`src/design/dur_pkg.sv`:
```
// Shared types and constants of the dual ultrasonic ranger.
package dur_pkg;

  // Echo width per centimetre, in ticks, and largest valid range
  localparam int US_PER_CM    = 58;
  localparam int MAX_RANGE_CM = 400;

  localparam logic [9:0] NO_ECHO_CM = 10'd999;

  // Trigger pulse shape in ticks
  localparam logic [19:0] TRIG_LOW_TICKS  = 20'd2;
  localparam logic [19:0] TRIG_HIGH_TICKS = 20'd10;

  // Register reset values
  localparam logic [19:0] TIMEOUT_RST  = 20'd30000;
  localparam logic [9:0]  OBSTACLE_RST = 10'd30;
  localparam logic [19:0] GAP_RST      = 20'd10000;
  localparam logic [19:0] INTERVAL_RST = 20'd100000;

  // Register index (paddr[3:2])
  typedef enum logic [1:0] {
    REG_TIMEOUT  = 2'd0,
    REG_OBSTACLE = 2'd1,
    REG_GAP      = 2'd2,
    REG_INTERVAL = 2'd3
  } reg_idx_t;

  // Measurement sequence
  typedef enum logic [3:0] {
    PH_F_LOW   = 4'd0,
    PH_F_HIGH  = 4'd1,
    PH_F_RISE  = 4'd2,
    PH_F_WIDTH = 4'd3,
    PH_GAP     = 4'd4,
    PH_B_LOW   = 4'd5,
    PH_B_HIGH  = 4'd6,
    PH_B_RISE  = 4'd7,
    PH_B_WIDTH = 4'd8,
    PH_IDLE    = 4'd9
  } phase_t;

  typedef struct packed {
    logic [19:0] timeout_us;
    logic [9:0]  obstacle_cm;
    logic [19:0] gap_us;
    logic [19:0] interval_us;
  } cfg_t;

  typedef struct packed {
    logic       trig_front;
    logic       trig_back;
    logic [9:0] front_dist_cm;
    logic [9:0] back_cm;
    logic       front_blocked;
    logic       back_blocked;
    logic       update_done;
  } res_t;

endpackage

```
`src/design/dur_in_if.sv`:
```
// Input channel: one tick of both echo levels per word.
interface dur_in_if;
  logic valid;
  logic ready;
  logic echo_front;
  logic echo_back;

  modport source (output valid, output echo_front, output echo_back, input ready);
  modport sink   (input valid, input echo_front, input echo_back, output ready);
endinterface

```
`src/design/dur_out_if.sv`:
```
// Output channel: trigger levels, distances and flags per word.
interface dur_out_if;
  logic       valid;
  logic       ready;
  logic       trig_front;
  logic       trig_back;
  logic [9:0] front_dist_cm;
  logic [9:0] back_cm;
  logic       front_blocked;
  logic       back_blocked;
  logic       update_done;

  modport source (output valid, output trig_front, output trig_back,
                  output front_dist_cm, output back_cm, output front_blocked,
                  output back_blocked, output update_done, input ready);
  modport sink   (input valid, input trig_front, input trig_back,
                  input front_dist_cm, input back_cm, input front_blocked,
                  input back_blocked, input update_done, output ready);
endinterface

```
`src/design/dur_cfg.sv`:
```
// APB register file of the ranger: timeout, obstacle threshold and pauses.
module dur_cfg
  import dur_pkg::*;
(
  input  logic        clk,
  input  logic        rst,
  input  logic        psel,
  input  logic        penable,
  input  logic        pwrite,
  input  logic [3:0]  paddr,
  input  logic [31:0] pwdata,
  output logic [31:0] prdata,
  output logic        pready,
  output cfg_t        cfg
);

  cfg_t     regs;
  logic     wr;
  reg_idx_t idx;

  assign pready = 1'b1;
  assign wr     = psel && penable && pwrite;
  assign idx    = reg_idx_t'(paddr[3:2]);
  assign cfg    = regs;

  // Register writes
  always_ff @(posedge clk) begin
    if (rst) begin
      regs.timeout_us  <= TIMEOUT_RST;
      regs.obstacle_cm <= OBSTACLE_RST;
      regs.gap_us      <= GAP_RST;
      regs.interval_us <= INTERVAL_RST;
    end else if (wr) begin
      unique case (idx)
        REG_TIMEOUT:  regs.timeout_us  <= pwdata[19:0];
        REG_OBSTACLE: regs.obstacle_cm <= pwdata[9:0];
        REG_GAP:      regs.gap_us      <= pwdata[19:0];
        REG_INTERVAL: regs.interval_us <= pwdata[19:0];
      endcase
    end
  end

  // Read mux
  always_comb begin
    unique case (idx)
      REG_TIMEOUT:  prdata = {12'd0, regs.timeout_us};
      REG_OBSTACLE: prdata = {22'd0, regs.obstacle_cm};
      REG_GAP:      prdata = {12'd0, regs.gap_us};
      REG_INTERVAL: prdata = {12'd0, regs.interval_us};
    endcase
  end

endmodule

```
`src/design/dur_core.sv`:
```
// Ranging sequencer: trigger, echo timing, cm conversion and blocked flags.
module dur_core
  import dur_pkg::*;
(
  input  logic clk,
  input  logic rst,
  input  logic advance,
  input  logic echo_front,
  input  logic echo_back,
  input  cfg_t cfg,
  output res_t res
);

  phase_t      phase, phase_next;
  logic [19:0] tick_count, tick_count_next;
  logic [5:0]  sub_cm_count, sub_cm_count_next;
  logic [8:0]  cm_count, cm_count_next;
  logic [9:0]  front_distance, front_distance_next;
  logic [9:0]  back_distance, back_distance_next;
  logic        front_flag, front_flag_next;
  logic        back_flag, back_flag_next;

  logic        is_back, echo, finish, wrap;
  logic [20:0] tick_inc;
  logic [5:0]  sub_inc;
  logic [9:0]  fin_dist;

  // State registers, stepped once per tick word
  always_ff @(posedge clk) begin
    if (rst) begin
      phase          <= PH_F_LOW;
      tick_count     <= '0;
      sub_cm_count   <= '0;
      cm_count       <= '0;
      front_distance <= NO_ECHO_CM;
      back_distance  <= NO_ECHO_CM;
      front_flag     <= 1'b0;
      back_flag      <= 1'b0;
    end else if (advance) begin
      phase          <= phase_next;
      tick_count     <= tick_count_next;
      sub_cm_count   <= sub_cm_count_next;
      cm_count       <= cm_count_next;
      front_distance <= front_distance_next;
      back_distance  <= back_distance_next;
      front_flag     <= front_flag_next;
      back_flag      <= back_flag_next;
    end
  end

  // Next state and result word
  always_comb begin
    phase_next          = phase;
    tick_count_next     = tick_count;
    sub_cm_count_next   = sub_cm_count;
    cm_count_next       = cm_count;
    front_distance_next = front_distance;
    back_distance_next  = back_distance;
    front_flag_next     = front_flag;
    back_flag_next      = back_flag;
    res.trig_front      = 1'b0;
    res.trig_back       = 1'b0;
    res.update_done     = 1'b0;
    finish              = 1'b0;
    fin_dist            = NO_ECHO_CM;

    is_back  = (phase == PH_B_LOW) || (phase == PH_B_HIGH) ||
               (phase == PH_B_RISE) || (phase == PH_B_WIDTH);
    echo     = is_back ? echo_back : echo_front;
    tick_inc = {1'b0, tick_count} + 21'd1;
    sub_inc  = sub_cm_count + 6'd1;
    wrap     = (sub_inc >= 6'(US_PER_CM));

    unique case (phase)
      PH_GAP: begin
        tick_count_next = tick_inc[19:0];
        if (tick_inc >= {1'b0, cfg.gap_us}) begin
          tick_count_next = '0;
          phase_next      = PH_B_LOW;
        end
      end
      PH_IDLE: begin
        tick_count_next = tick_inc[19:0];
        if (tick_inc >= {1'b0, cfg.interval_us}) begin
          tick_count_next = '0;
          phase_next      = PH_F_LOW;
        end
      end
      PH_F_LOW, PH_B_LOW: begin
        tick_count_next = tick_inc[19:0];
        if (tick_inc >= {1'b0, TRIG_LOW_TICKS}) begin
          tick_count_next = '0;
          phase_next      = is_back ? PH_B_HIGH : PH_F_HIGH;
        end
      end
      PH_F_HIGH, PH_B_HIGH: begin
        res.trig_front  = !is_back;
        res.trig_back   = is_back;
        tick_count_next = tick_inc[19:0];
        if (tick_inc >= {1'b0, TRIG_HIGH_TICKS}) begin
          tick_count_next = '0;
          phase_next      = is_back ? PH_B_RISE : PH_F_RISE;
        end
      end
      PH_F_RISE, PH_B_RISE: begin
        if (echo) begin
          // rising tick is the first tick of the width
          tick_count_next   = 20'd1;
          sub_cm_count_next = 6'd1;
          cm_count_next     = '0;
          phase_next        = is_back ? PH_B_WIDTH : PH_F_WIDTH;
        end else if (tick_count >= cfg.timeout_us) begin
          finish = 1'b1;
        end else begin
          tick_count_next = tick_inc[19:0];
        end
      end
      PH_F_WIDTH, PH_B_WIDTH: begin
        if (echo) begin
          if (tick_count >= cfg.timeout_us) begin
            finish = 1'b1;
          end else begin
            tick_count_next   = tick_inc[19:0];
            sub_cm_count_next = wrap ? 6'd0 : sub_inc;
            if (wrap && (cm_count <= 9'(MAX_RANGE_CM))) begin
              cm_count_next = cm_count + 9'd1;
            end
          end
        end else begin
          finish = 1'b1;
          if ((cm_count != 9'd0) && (cm_count <= 9'(MAX_RANGE_CM))) begin
            fin_dist = {1'b0, cm_count};
          end
        end
      end
      default: begin
        phase_next      = PH_F_LOW;
        tick_count_next = '0;
      end
    endcase

    // Store a finished reading and move on
    if (finish) begin
      tick_count_next   = '0;
      sub_cm_count_next = '0;
      cm_count_next     = '0;
      if (!is_back) begin
        front_distance_next = fin_dist;
        phase_next          = (cfg.gap_us == 20'd0) ? PH_B_LOW : PH_GAP;
      end else begin
        back_distance_next = fin_dist;
        front_flag_next    = (front_distance < cfg.obstacle_cm);
        back_flag_next     = (fin_dist < cfg.obstacle_cm);
        phase_next         = (cfg.interval_us == 20'd0) ? PH_F_LOW : PH_IDLE;
        res.update_done    = 1'b1;
      end
    end

    res.front_dist_cm = front_distance_next;
    res.back_cm       = back_distance_next;
    res.front_blocked = front_flag_next;
    res.back_blocked  = back_flag_next;
  end

`ifndef ASSERT_OFF
  // Update pulse only ends a back measurement
  a_done_back: assert property (@(posedge clk) disable iff (rst)
    advance && res.update_done |-> (phase == PH_B_RISE) || (phase == PH_B_WIDTH))
    else $error("update pulse outside back measurement");

  // Flags change only with an update pulse
  a_flags_hold: assert property (@(posedge clk) disable iff (rst)
    !(advance && res.update_done) |=> $stable(front_flag) && $stable(back_flag))
    else $error("blocked flags changed without update");

  // Centimetre counters stay in range
  a_cm_range: assert property (@(posedge clk) disable iff (rst)
    (cm_count <= 9'(MAX_RANGE_CM + 1)) && (sub_cm_count < 6'(US_PER_CM)))
    else $error("centimetre counter out of range");

  // Gap leads only to the back trigger
  a_gap_next: assert property (@(posedge clk) disable iff (rst)
    advance && (phase == PH_GAP) |=> (phase == PH_GAP) || (phase == PH_B_LOW))
    else $error("bad exit from gap");
`endif

endmodule

```
`src/design/dual_ultrasonic_ranger_top.sv`:
```
// Top level of the dual ultrasonic ranger: channel stages and submodules.
//
// Usage: every word on din is one microsecond tick carrying the front and
// back echo levels. For each word exactly one word comes out on dout: the
// trigger levels to drive during that tick, the latest front and back
// distances in cm (999 = no valid echo), the blocked flags and an update
// pulse on the tick that refreshes the flags after a back reading.
// Registers (APB, byte address 4*i): timeout_us, obstacle_cm, gap_us,
// interval_us; write them only while no words are in flight.
// Path: an accepted word is held in the input register and its result in
// the result register. Throughput: one word per cycle while dout is not held;
// the per-tick sequencer step is a single pass of logic between the two.
// Reset (rst, synchronous) empties both stages, loads the register reset
// values and starts at the front trigger low phase with distances of 999.
// Stall: while dout is held, the result register keeps its word and the
// input register takes one more word; then din.ready drops until dout moves.
module dual_ultrasonic_ranger_top
  import dur_pkg::*;
(
  input  logic        clk,
  input  logic        rst,
  dur_in_if.sink      din,
  dur_out_if.source   dout,
  input  logic        psel,
  input  logic        penable,
  input  logic        pwrite,
  input  logic [3:0]  paddr,
  input  logic [31:0] pwdata,
  output logic [31:0] prdata,
  output logic        pready
);

  cfg_t cfg;
  res_t res, res_reg;
  logic in_valid, out_valid, advance;
  logic echo_front, echo_back;

  // Input stage moves on when the result register is free or being read
  assign advance   = in_valid && (!out_valid || dout.ready);
  assign din.ready = !in_valid || advance;

  dur_cfg u_cfg (
    .clk     (clk),
    .rst     (rst),
    .psel    (psel),
    .penable (penable),
    .pwrite  (pwrite),
    .paddr   (paddr),
    .pwdata  (pwdata),
    .prdata  (prdata),
    .pready  (pready),
    .cfg     (cfg)
  );

  dur_core u_core (
    .clk        (clk),
    .rst        (rst),
    .advance    (advance),
    .echo_front (echo_front),
    .echo_back  (echo_back),
    .cfg        (cfg),
    .res        (res)
  );

  // Input register
  always_ff @(posedge clk) begin
    if (rst) begin
      in_valid <= 1'b0;
    end else if (din.valid && din.ready) begin
      in_valid <= 1'b1;
    end else if (advance) begin
      in_valid <= 1'b0;
    end
  end

  always_ff @(posedge clk) begin
    if (din.valid && din.ready) begin
      echo_front <= din.echo_front;
      echo_back  <= din.echo_back;
    end
  end

  // Result register
  always_ff @(posedge clk) begin
    if (rst) begin
      out_valid <= 1'b0;
    end else if (advance) begin
      out_valid <= 1'b1;
    end else if (dout.ready) begin
      out_valid <= 1'b0;
    end
  end

  always_ff @(posedge clk) begin
    if (advance) begin
      res_reg <= res;
    end
  end

  assign dout.valid         = out_valid;
  assign dout.trig_front    = res_reg.trig_front;
  assign dout.trig_back     = res_reg.trig_back;
  assign dout.front_dist_cm = res_reg.front_dist_cm;
  assign dout.back_cm       = res_reg.back_cm;
  assign dout.front_blocked = res_reg.front_blocked;
  assign dout.back_blocked  = res_reg.back_blocked;
  assign dout.update_done   = res_reg.update_done;

endmodule
```
`src/flat_wrapper.sv`:
```
// flat-port wrapper written by rule: the top's interface ports become plain ports
module dual_ultrasonic_ranger_top_flat import dur_pkg::*;
  (clk, rst, psel, penable, pwrite, paddr, pwdata, prdata, pready, din_valid, din_echo_front, din_echo_back, din_ready, dout_valid, dout_trig_front, dout_trig_back, dout_front_dist_cm, dout_back_cm, dout_front_blocked, dout_back_blocked, dout_update_done, dout_ready);
  dur_in_if din_i ();
  dur_out_if dout_i ();
  input  logic clk;
  input  logic rst;
  input  logic psel;
  input  logic penable;
  input  logic pwrite;
  input  logic [3:0] paddr;
  input  logic [31:0] pwdata;
  output logic [31:0] prdata;
  output logic pready;
  input wire logic [$bits(din_i.valid)-1:0] din_valid;
  input wire logic [$bits(din_i.echo_front)-1:0] din_echo_front;
  input wire logic [$bits(din_i.echo_back)-1:0] din_echo_back;
  output wire logic [$bits(din_i.ready)-1:0] din_ready;
  output wire logic [$bits(dout_i.valid)-1:0] dout_valid;
  output wire logic [$bits(dout_i.trig_front)-1:0] dout_trig_front;
  output wire logic [$bits(dout_i.trig_back)-1:0] dout_trig_back;
  output wire logic [$bits(dout_i.front_dist_cm)-1:0] dout_front_dist_cm;
  output wire logic [$bits(dout_i.back_cm)-1:0] dout_back_cm;
  output wire logic [$bits(dout_i.front_blocked)-1:0] dout_front_blocked;
  output wire logic [$bits(dout_i.back_blocked)-1:0] dout_back_blocked;
  output wire logic [$bits(dout_i.update_done)-1:0] dout_update_done;
  input wire logic [$bits(dout_i.ready)-1:0] dout_ready;
  assign din_i.valid = din_valid;
  assign din_i.echo_front = din_echo_front;
  assign din_i.echo_back = din_echo_back;
  assign din_ready = din_i.ready;
  assign dout_valid = dout_i.valid;
  assign dout_trig_front = dout_i.trig_front;
  assign dout_trig_back = dout_i.trig_back;
  assign dout_front_dist_cm = dout_i.front_dist_cm;
  assign dout_back_cm = dout_i.back_cm;
  assign dout_front_blocked = dout_i.front_blocked;
  assign dout_back_blocked = dout_i.back_blocked;
  assign dout_update_done = dout_i.update_done;
  assign dout_i.ready = dout_ready;
  dual_ultrasonic_ranger_top u_core (.clk(clk), .rst(rst), .din(din_i), .dout(dout_i), .psel(psel), .penable(penable), .pwrite(pwrite), .paddr(paddr), .pwdata(pwdata), .prdata(prdata), .pready(pready));
endmodule
```
`config.mk`:
```
export PLATFORM = sky130hd
export DESIGN_NAME = dual_ultrasonic_ranger_top_flat
export DESIGN_NICKNAME = d
export VERILOG_FILES = /design/src/design/dur_pkg.sv /design/src/design/dur_in_if.sv /design/src/design/dur_out_if.sv /design/src/design/dur_cfg.sv /design/src/design/dur_core.sv /design/src/design/dual_ultrasonic_ranger_top.sv /design/src/flat_wrapper.sv
export SDC_FILE = /design/constraint.sdc
export NUM_CORES = 1
export LEC_CHECK = 0
export ABC_AREA = 0
export BUFFER_PORTS_ARGS = -buffer_cell sky130_fd_sc_hd__buf_2
export CELL_PAD_IN_SITES_DETAIL_PLACEMENT = 0
export CELL_PAD_IN_SITES_GLOBAL_PLACEMENT = 1
export CORE_AREA = 2 2 154 156
export DETAILED_ROUTE_END_ITERATION = 8
export DIE_AREA = 0 0 156 158
export PLACE_DENSITY_LB_ADDON = 0.15
export SLEW_MARGIN = 5
export SYNTH_ARGS = -nofsm -noshare
export SYNTH_HDL_FRONTEND = slang
export SYNTH_SLANG_ARGS = --single-unit
```
`constraint.sdc`:
```
create_clock -name clk -period 5.1 [get_ports clk]
set_clock_uncertainty 0.2 [all_clocks]
set_input_delay 0.255 -clock clk [delete_from_list [all_inputs] [get_ports clk]]
set_output_delay 0.255 -clock clk [all_outputs]
set_load 0.01 [all_outputs]
```
==> impl_metrics.ini, run 1 <==
[worst_hold_path]
min_path_cells = 2
hold_end = u_core.dout.valid
holdCritPathClass = primary input to register
hold_start = rst

[status]
status = finished, final reports clean

[cts]
cts_root_buf = clkbuf_16
clock_tree.buffer_depth = 2
postCtsSetupBuffers = 0
cts_tree = yes
clk_pin_slew_ns = 0.07
cts_resized = 0
cts_sinks = 160
cts_buffers = 17
hold_buffers = 25
insertion_delay_ns = 0.43
cts_htree_levels = 4

[timing]
rsz0062_at_grt = false
finalHoldViolCount = 0
final-setup-viol-count = 0
fmax_mhz = 215
relSlewSlack_pct = 33.4
setup_tns_ns = 0
fin_crit_ns = 4.66
finalCritPeriodShare_pct = 91.3
drv_slew = 0
worstMarginPinSlew_ns = 0.997
postLayoutSetupSlackWorst_ns = 0.443

[synthesis]
synthArstFlopShare_pct = 0
synthCells = 1223
synthFlopType = dfxtp_1
synth_area_um2 = 10200
synthTopCellsByArea = dfxtp_1 (26%), ha_1 (9.1%), edfxtp_1 (8.0%)
yosysTopAreaCell = dfxtp_1
synth_area_per_cell_um2 = 8.34
synth_edf_count = 27
yosysWarnings = 0
yosys.area.top_type_share_pct = 26.1
synth_seq_cells = 160
synth_cell_type_count = 89
seq_area_frac_synth_pct = 34.1

[critical_path]
path_cells = or2_2 -> a21oi_2 -> mux2_4 -> nor4b_4 -> and2_1 -> ha_1 -> a21o_1 -> a21o_1 -> a21o_1 -> a21o_1 -> a21o_1 -> a21o_1 -> a221oi_1 -> nand3_1 -> a21oi_1
crit_cells = 15
crit_type = register to register
worstReg2RegStart = u_core.u_core.phase[1]
r2r_cells = 15
path_common_cell = a21o_1
crit_path_end_kind = register
cp_top_family = compound AO/OA/AOI/OAI gates
required_ns = 5.25
critPathLaunchType = register
cp.arrival_ns = 4.81
reg2reg_to = u_core.u_core.back_flag
cp_slowest_cell = nor4b_4
reg2reg_slack_ns = 0.44
cp_num_buf_inv = 0
critPathMaxStageDelay_ns = 0.58
cp_max_fo = 14

[grt]
grt_overflow = 0
top_usage_layer = met1
globalRouteTotalUtil_pct = 25.2
grt_first_pass_wirelength_um = 47900
use_met2_pct = 36.8
grt_max_degree = 80
grt_pass1_vias = 8417
grt_antenna_before_repair = 0
use_met1_pct = 38.8
grt_use_met3_pct = 3.34

[power]
pwr-share-seq_pct = 42.8
p_per_area_nw_per_um2 = 273
switching_share_pct = 30.1
comb_power_share_pct = 16.0
p_leak_nw = 4.60
clockPowerShare_pct = 41.2
finalPower_mw = 3.17
p_int_mw = 2.22
p_sw_uw = 956
max-vdd-ir-drop_v = 0.000169

[drt]
ant_nets = 0
drc = 0
dr.pass1.iters = 5
vias_per_cell = 5.65
post_drt_wl_per_cell_um = 19.0
vias = 9046
totalWireLength_um = 30400
drt-initial-drc-count = 721

[place]
dpl.hpwl_um = 22500
io_buffers = 77
gp_congestion = 0.880
dp_slack_ns = 0.518
dpl_cell_area_um2 = 10800

[layout]
nets = 1416
drive_gt1_share_pct = 14.7
final_area_um2 = 11600
post-route-util_pct = 50.4
antenna_cells = 0
syn_to_final_growth_pct = 14.0

[floorplanning]
die_x_um = 156
rows = 56
core_area_um2 = 23100
io_pins = 105
dieArea_um2 = 24600
initial_utilization_pct = 44.2
die_h_um = 158

[run]
max-cap-violations = 0
layer usage:
metal  vias to the layer above  share of wire [%]
met5                         -                  0
met2                       220                 43
met3                        21                5.4
met1                      4318                 50
met4                         0                1.6
li1                       4487                  -
worst register-to-register path, cell delays in order (launching register included):
cell      delay (ns)
dfxtp_1         0.45
or2_2           0.36
a21oi_2         0.39
mux2_4          0.37
nor4b_4         0.58
and2_1          0.33
ha_1            0.28
a21o_1          0.16
a21o_1          0.17
a21o_1          0.17
a21o_1          0.17
a21o_1          0.17
a21o_1          0.18
a221oi_1        0.32
nand3_1         0.12
a21oi_1         0.15
metrics by stage:
step           instances  hold slack, ns
2_1_floorplan       1234           0.154
3_3_place_gp        1543           0.237
3_5_place_dp        1543           0.234
4_1_cts             1600          0.0650
5_1_grt             1600          0.0747
6_report            1600          0.0674
state kept, by name (all words and copies together), names as in the netlist, 4 cells and up:
signal                        cells
u_core.dout.back_cm              10
u_core.dout.front_dist_cm        10
u_core.u_cfg.cfg                 70
u_core.u_core.back_distance      10
u_core.u_core.cm_count            9
u_core.u_core.front_distance     10
u_core.u_core.phase               4
u_core.u_core.sub_cm_count        6
u_core.u_core.tick_count         20
kinds of logic (layout without fill, tap and decap cells):
logic type / after synthesis / after routing / share of synthesized area, %
buffers and inverters: 160 / 236 / 6.65
xor gates and xnor gates: 28 / 28 / 2.69
other: 2 / 13 / 0.0736
muxes: 34 / 34 / 4.77
DFF: 160 / 160 / 34.1
adders and majority gates: 76 / 76 / 9.29
AOI/OAI and AO/OA: 286 / 286 / 18.5
and+or+nand+nor: 477 / 477 / 24.0
layout make-up:
type                       count  area [um2]
fill                        2247       11400
multi-input combinational    914        6100
sequential                   160        3470
timing repair buffer         122         788
clock buffer                  19         443
tap                          290         363
inverter                      82         308
clock inverter                13         148
cells in the final DEF (no fill, tap or decap), types with 18 or more instances in the layout:
cell / count
buf_4: 21
ha_1: 74
edfxtp_1: 27
nor2_1: 68
dfxtp_1: 133
inv_1: 80
nand2_1: 202
nand3_1: 29
a21oi_1: 95
o21ai_0: 49
buf_2: 76
dlygate4sd3_1: 25
a211o_1: 34
and2_1: 18
power by group through the flow:
stage	Combinational, mW	Sequential (mW)	Clock [mW]
floorplan	0.355	1.37	0
global placement	0.488	1.38	0
detailed placement	0.488	1.39	0
CTS	0.505	1.36	1.32
global route	0.562	1.36	1.38
finish	0.507	1.36	1.31
cell usage after synthesis, types with 11 or more instances:
cell and count:
nand2_1 202, dfxtp_1 133, a21oi_1 95, inv_1 80, ha_1 74, nor2_1 68, clkbuf_1 49, o21ai_0 49
a211o_1 34, nand3_1 29, edfxtp_1 27, and2_1 18, nor4_1 17, xnor2_1 17, nor3_1 16, a21o_1 15
and3_1 15, buf_4 15, nand2b_1 15, mux2_2 13, nand3b_1 12, a31oi_1 11, buf_2 11
worst max-delay path by stage:
| stage | start | to | slack (ns) |
|---|---|---|---|
| 3_5_place_dp | u_core.u_core.phase[1] | u_core.u_core.back_flag | 0.52 |
| 6_report | u_core.u_core.phase[1] | u_core.u_core.back_flag | 0.44 |
| 3_3_place_gp | u_core.u_core.phase[0] | u_core.u_core.back_flag | 0.61 |
| 2_1_floorplan | u_core.u_core.phase[0] | u_core.u_core.back_flag | 1.09 |
| 5_1_grt | u_core.u_core.phase[0] | u_core.u_core.back_flag | 0.17 |
| 4_1_cts | u_core.u_core.phase[0] | u_core.u_core.back_flag | 0.48 |
Note: power is estimated with default switching activity, not from simulation.
==> inputs of run 2 (changes only) <==
--- a/config.mk
+++ b/config.mk
@@ -9,11 +9,12 @@
 export BUFFER_PORTS_ARGS = -buffer_cell sky130_fd_sc_hd__buf_2
 export CELL_PAD_IN_SITES_DETAIL_PLACEMENT = 0
 export CELL_PAD_IN_SITES_GLOBAL_PLACEMENT = 1
-export CORE_AREA = 2 2 154 156
+export CORE_AREA = 2 2 156 158
 export DETAILED_ROUTE_END_ITERATION = 8
-export DIE_AREA = 0 0 156 158
+export DIE_AREA = 0 0 158 160
 export PLACE_DENSITY_LB_ADDON = 0.15
 export SLEW_MARGIN = 5
 export SYNTH_ARGS = -nofsm -noshare
 export SYNTH_HDL_FRONTEND = slang
+export SYNTH_HIERARCHICAL = 1
 export SYNTH_SLANG_ARGS = --single-unit
==> run 2 against run 1 <==
Effect of this change:
- count of clock-buffer cells in the layout stayed put
- non-clock buffer count did not move
- power increased by 6.1%
- sequential power barely moved
- synthesized cell count shrank 2.3%
- critical endpoint is now u_core/u_core/tick_count[6]
==> impl_metrics.ini, run 2 <==
[status]
status = finished, final reports clean

[grt]
grt_max_degree = 99
grt_first_pass_wirelength_um = 46900
grt_antenna_before_repair = 0
grt_overflow = 0
grt_pass1_vias = 8426
globalRouteTotalUtil_pct = 24.0

[synthesis]
synthTopCellsByArea = dfxtp_1 (25%), ha_1 (8.7%), edfxtp_1 (7.6%)
synth_seq_cells = 160
synth_area_um2 = 10700
synthFlopType = dfxtp_1
synth_commonest_cells = dfxtp_1 (133), nor2_1 (121), inv_1 (90)
yosys.area.top_type_share_pct = 25.0
yosysWarnings = 6
synthCells = 1195
synth_edf_count = 27
synth_cell_type_count = 92
yosysTopAreaCell = dfxtp_1
synth_area_per_cell_um2 = 8.93
synthArstFlopShare_pct = 0
seq_area_frac_synth_pct = 32.6
yosysMostFrequentCell = dfxtp_1

[run]
max-cap-violations = 0

[critical_path]
reg2reg_slack_ns = 0.74
cp.arrival_ns = 4.50
path_cells = and3_1 -> nand3_1 -> xnor2_1 -> ha_1 -> a41o_1 -> nor3b_1 -> maj3_1 -> o22ai_1 -> a2111oi_2 -> nor2_1 -> a21oi_2 -> a21oi_1 -> a31oi_1
critPathMaxStageDelay_ns = 0.64
r2r_cells = 13
cp_slowest_cell = dfxtp_1
critPathLaunchType = register
crit_type = register to register
required_ns = 5.25
cp_max_fo = 13
crit_path_end_kind = register

[floorplanning]
die_x_um = 158
initial_utilization_pct = 44.8
io_pins = 105
die_h_um = 160
core_area_um2 = 23800
dieArea_um2 = 25300
rows = 57

[layout]
antenna_cells = 0
syn_to_final_growth_pct = 12.3
final_common_cell = dfxtp_1
largest_register_ffs = 70
nets = 1385
final_area_um2 = 12000
drive_gt1_share_pct = 14.6
final_cell_mix = dfxtp_1 (133), nor2_1 (121), inv_1 (90)

[timing]
finalCritPeriodShare_pct = 85.4
setup_tns_ns = 0
fmax_mhz = 230
worstMarginPinSlew_ns = 0.982
relSlewSlack_pct = 34.5
drv_slew = 0
finalHoldViolCount = 0
final-setup-viol-count = 0
fin_crit_ns = 4.36
postLayoutSetupSlackWorst_ns = 0.744
rsz0062_at_grt = false

[cts]
cts_sinks = 160
cts_root_buf = clkbuf_16
cts_resized = 0
cts_tree = yes
cts_buffers = 17
cts_htree_levels = 4
insertion_delay_ns = 0.43
clk_pin_slew_ns = 0.06
clock_tree.buffer_depth = 2

[worst_hold_path]
holdCritPathClass = primary input to register
min_path_cells = 3

[drt]
drt-initial-drc-count = 635
ant_nets = 0
post_drt_wl_per_cell_um = 18.6
dr.pass1.iters = 7
vias_per_cell = 5.50
totalWireLength_um = 29800
vias = 8813
drc = 0

[place]
gp_congestion = 0.811
io_buffers = 77
dpl_cell_area_um2 = 11200
dpl.hpwl_um = 21800
dp_slack_ns = 0.815

[power]
p_leak_nw = 5.16
max-vdd-ir-drop_v = 0.000169
p_per_area_nw_per_um2 = 281
finalPower_mw = 3.37
-- run 2: layout make-up --
class	instances	area [um2]
Sequential cell	160	3470
Tap cell	324	405
Timing Repair Buffer	122	786
Fill cell	2365	11800
Clock buffer	19	433
Inverter	92	345
Multi-Input combinational cell	873	6410
Clock inverter	13	128
-- run 2: kinds of logic (layout without fill, tap and decap cells) --
group,count (synthesis),in the layout,synth area share [%]
buffers and inverters,173,246,7.79
AOI/OAI and AO/OA,220,220,14.3
adders and majority gates,79,79,9.15
and+or+nand+nor,433,433,22.9
muxes,95,95,10.3
xor gates and xnor gates,33,33,3.04
DFF,160,160,32.6
other,2,13,0.0704
-- run 2: repair_timing --
action,in CTS,in global routing
buffers inserted,0,0
hold buffers,24,0
endpoints found under the hold margin,65,0
-- run 2: final timing paths --
check / endpoint / from
hold / removal: u_core/u_cfg/cfg[56] / pwdata[6]
hold reg to reg: u_core/u_core/front_flag / u_core/u_core/front_flag
setup / recovery: u_core/u_core/tick_count[6] / u_core/u_core/tick_count[4]
setup reg to reg: u_core/u_core/tick_count[6] / u_core/u_core/tick_count[4]
-- run 2: metrics by stage --
stage                     hold slack, ns  instances  util [%]
after global placement             0.232       1547      46.9
after detailed placement           0.234       1547      46.9
final                             0.0204       1603      50.3
after floorplan                    0.117       1206         -
after global routing              0.0452       1603      50.3
after CTS                        0.00229       1603      50.3
-- run 2: layer usage --
metal	track usage, %	share of wire, %	vias to the layer above
li1	-	-	4394
met1	31.2	45	4214
met2	41.2	50	177
met3	3.28	3.5	28
met4	6.92	1.8	0
met5	0	0	-
-- run 2: where the power goes --
| part | internal (mW) | switching (mW) | total [mW] |
|---|---|---|---|
| logic | 0.276 | 0.462 | 0.738 |
| registers | 1.33 | 0.0551 | 1.39 |
| clock network | 0.682 | 0.558 | 1.24 |
-- run 2: worst max-delay path: cells and delay by family, from the launching register on --
kind | cells | cell delay, ns
AOI/OAI and AO/OA | 6 | 1.61
and+or+nand+nor | 4 | 0.91
DFF | 1 | 0.64
adders and majority gates | 2 | 0.58
xor gates and xnor gates | 1 | 0.33
==> inputs of run 3 (changes only) <==
--- a/config.mk
+++ b/config.mk
@@ -7,7 +7,7 @@
 export LEC_CHECK = 0
 export ABC_AREA = 0
 export BUFFER_PORTS_ARGS = -buffer_cell sky130_fd_sc_hd__buf_2
-export CELL_PAD_IN_SITES_DETAIL_PLACEMENT = 0
+export CELL_PAD_IN_SITES_DETAIL_PLACEMENT = 1
 export CELL_PAD_IN_SITES_GLOBAL_PLACEMENT = 1
 export CORE_AREA = 2 2 156 158
 export DETAILED_ROUTE_END_ITERATION = 8
==> run 3 against run 2 <==
Effect of this change:
- power is 2.7% higher
- clock power rose by 6%
- sequential share of layout area shrank 0.061 points
- die area is the same
- setup slack worse by 0.16 ns
- sequential power is essentially flat
- critical endpoint unchanged
==> impl_metrics.ini, run 3 (synthesized netlist as in run 2, its figures left out) <==
[floorplanning]
initial_utilization_pct = 44.8
io_pins = 105
core_area_um2 = 23800
dieArea_um2 = 25300
die_x_um = 158
die_h_um = 160
rows = 57

[drt]
vias_per_cell = 5.65
ant_nets = 0
dr.pass1.iters = 7
vias = 9064
drt-initial-drc-count = 439
totalWireLength_um = 32400
drc = 0
post_drt_wl_per_cell_um = 20.2

[timing]
fin_crit_ns = 4.51
worstMarginPinSlew_ns = 0.966
fmax_mhz = 222
drv_slew = 0
final-setup-viol-count = 0
rsz0062_at_grt = false
setup_tns_ns = 0
finalCritPeriodShare_pct = 88.5
finalHoldViolCount = 0
relSlewSlack_pct = 35.6

[power]
p_leak_nw = 5.18
max-vdd-ir-drop_v = 0.000180
finalPower_mw = 3.46
p_per_area_nw_per_um2 = 288

[cts]
cts_htree_levels = 4
postCtsSetupBuffers = 0
cts_root_buf = clkbuf_16
cts_sinks = 160
clk_pin_slew_ns = 0.07
insertion_delay_ns = 0.44
clock_tree.buffer_depth = 2
cts_tree = yes
cts_buffers = 17

[layout]
instances_no_fill = 1603
final_cell_mix = dfxtp_1 (133), nor2_1 (121), inv_1 (90)
final_area_um2 = 12000
nets = 1385
final_common_cell = dfxtp_1
drive_gt1_share_pct = 14.6
syn_to_final_growth_pct = 12.5
antenna_cells = 0
largest_register_ffs = 70

[critical_path]
critPathMaxStageDelay_ns = 0.65
path_cells = and3_1 -> nand3_1 -> xnor2_1 -> ha_1 -> a41o_1 -> nor3b_1 -> maj3_1 -> o22ai_1 -> a2111oi_2 -> nor2_1 -> a21oi_2 -> a21oi_1 -> a31oi_1
crit_type = register to register
crit_end = u_core/u_core/tick_count[6]
worstSetupStartpoint = u_core/u_core/tick_count[4]
reg2reg_slack_ns = 0.59
cp.arrival_ns = 4.67
critPathLaunchType = register
crit_cells = 13
reg2reg_to = u_core/u_core/tick_count[6]
r2r_cells = 13
worstReg2RegStart = u_core/u_core/tick_count[4]
cp_max_fo = 13
required_ns = 5.25
cp_top_family = compound AO/OA/AOI/OAI gates
crit_path_end_kind = register
cp_num_buf_inv = 0
cp_slowest_cell = dfxtp_1

[grt]
grt_pass1_vias = 9272
grt_antenna_before_repair = 0
grt_max_degree = 99
grt_overflow = 0
grt_first_pass_wirelength_um = 51600
globalRouteTotalUtil_pct = 26.3

[place]
dpl.hpwl_um = 23700
dpl_cell_area_um2 = 11200
post-place-cells = 1547
gp_congestion = 0.811
io_buffers = 77

[status]
status = finished, final reports clean

[worst_hold_path]
holdCritPathClass = primary input to register

[run]
max-cap-violations = 0
-- run 3: cell types whose count changed in the layout (fill, tap and decap cells not counted) --
cell        previous run  this run
clkinvlp_4             3         2
bufinv_16              1         2
clkinv_4               2         3
inv_4                  1         0
-- run 3: what timing repair did --
item,4_1_cts,5_1_grt
resized for setup,0,0
hold buffers,24,0
setup endpoints to repair,0,0
endpoints found under the hold margin,66,0
-- run 3: final cells by class --
| cell class | count | area, um2 |
|---|---|---|
| fill | 2868 | 11800 |
| timing repair buffer | 122 | 786 |
| clock buffer | 19 | 433 |
| clock inverter | 13 | 153 |
| inverter | 92 | 345 |
| multi-input combinational | 873 | 6410 |
| sequential | 160 | 3470 |
| tap | 324 | 405 |
-- run 3: worst min-delay path: cells and delay by family --
kind | cells | cell delay (ns)
and+or+nand+nor | 1 | 0.07
buffers and inverters | 1 | 0.10
AOI/OAI and AO/OA | 2 | 0.19
-- run 3: worst min-delay path by stage --
| stage | start | endpoint | slack (ns) | cells after the start |
|---|---|---|---|---|
| after floorplan | rst | u_core/in_valid | 0.12 | 1 |
| after global placement | din_echo_front | u_core/echo_front | 0.23 | 1 |
| after detailed placement | din_echo_back | u_core/echo_back | 0.23 | 1 |
| after CTS | pwdata[0] | u_core/u_cfg/cfg[20] | 0.01 | 3 |
| after global routing | pwdata[0] | u_core/u_cfg/cfg[20] | 0.03 | 3 |
| final | rst | u_core/u_core/tick_count[4] | 0.04 | 4 |
-- run 3: metal layers --
layer	GRT usage (%)	up-vias	wire length (um)
met3	4.21	31	983
met2	47.6	151	17000
met4	6.31	0	587
met1	32.3	4496	13900
li1	-	4386	-
met5	0	-	0
-- run 3: stage by stage --
step / hold slack, ns / util, % / setup WS (ns)
6_report: 0.0385 / 50.4 / 0.587
2_1_floorplan: 0.117 / - / 1.30
5_1_grt: 0.0280 / 50.4 / 0.239
3_5_place_dp: 0.234 / 46.9 / 0.685
4_1_cts: 0.0110 / 50.4 / 0.619
3_3_place_gp: 0.232 / 46.9 / 0.799
-- run 3: power breakdown --
group          internal [mW]  leakage [nW]  switching [mW]
combinational          0.277          3.58           0.478
clock                  0.732         0.281           0.579
sequential              1.33          1.31          0.0577
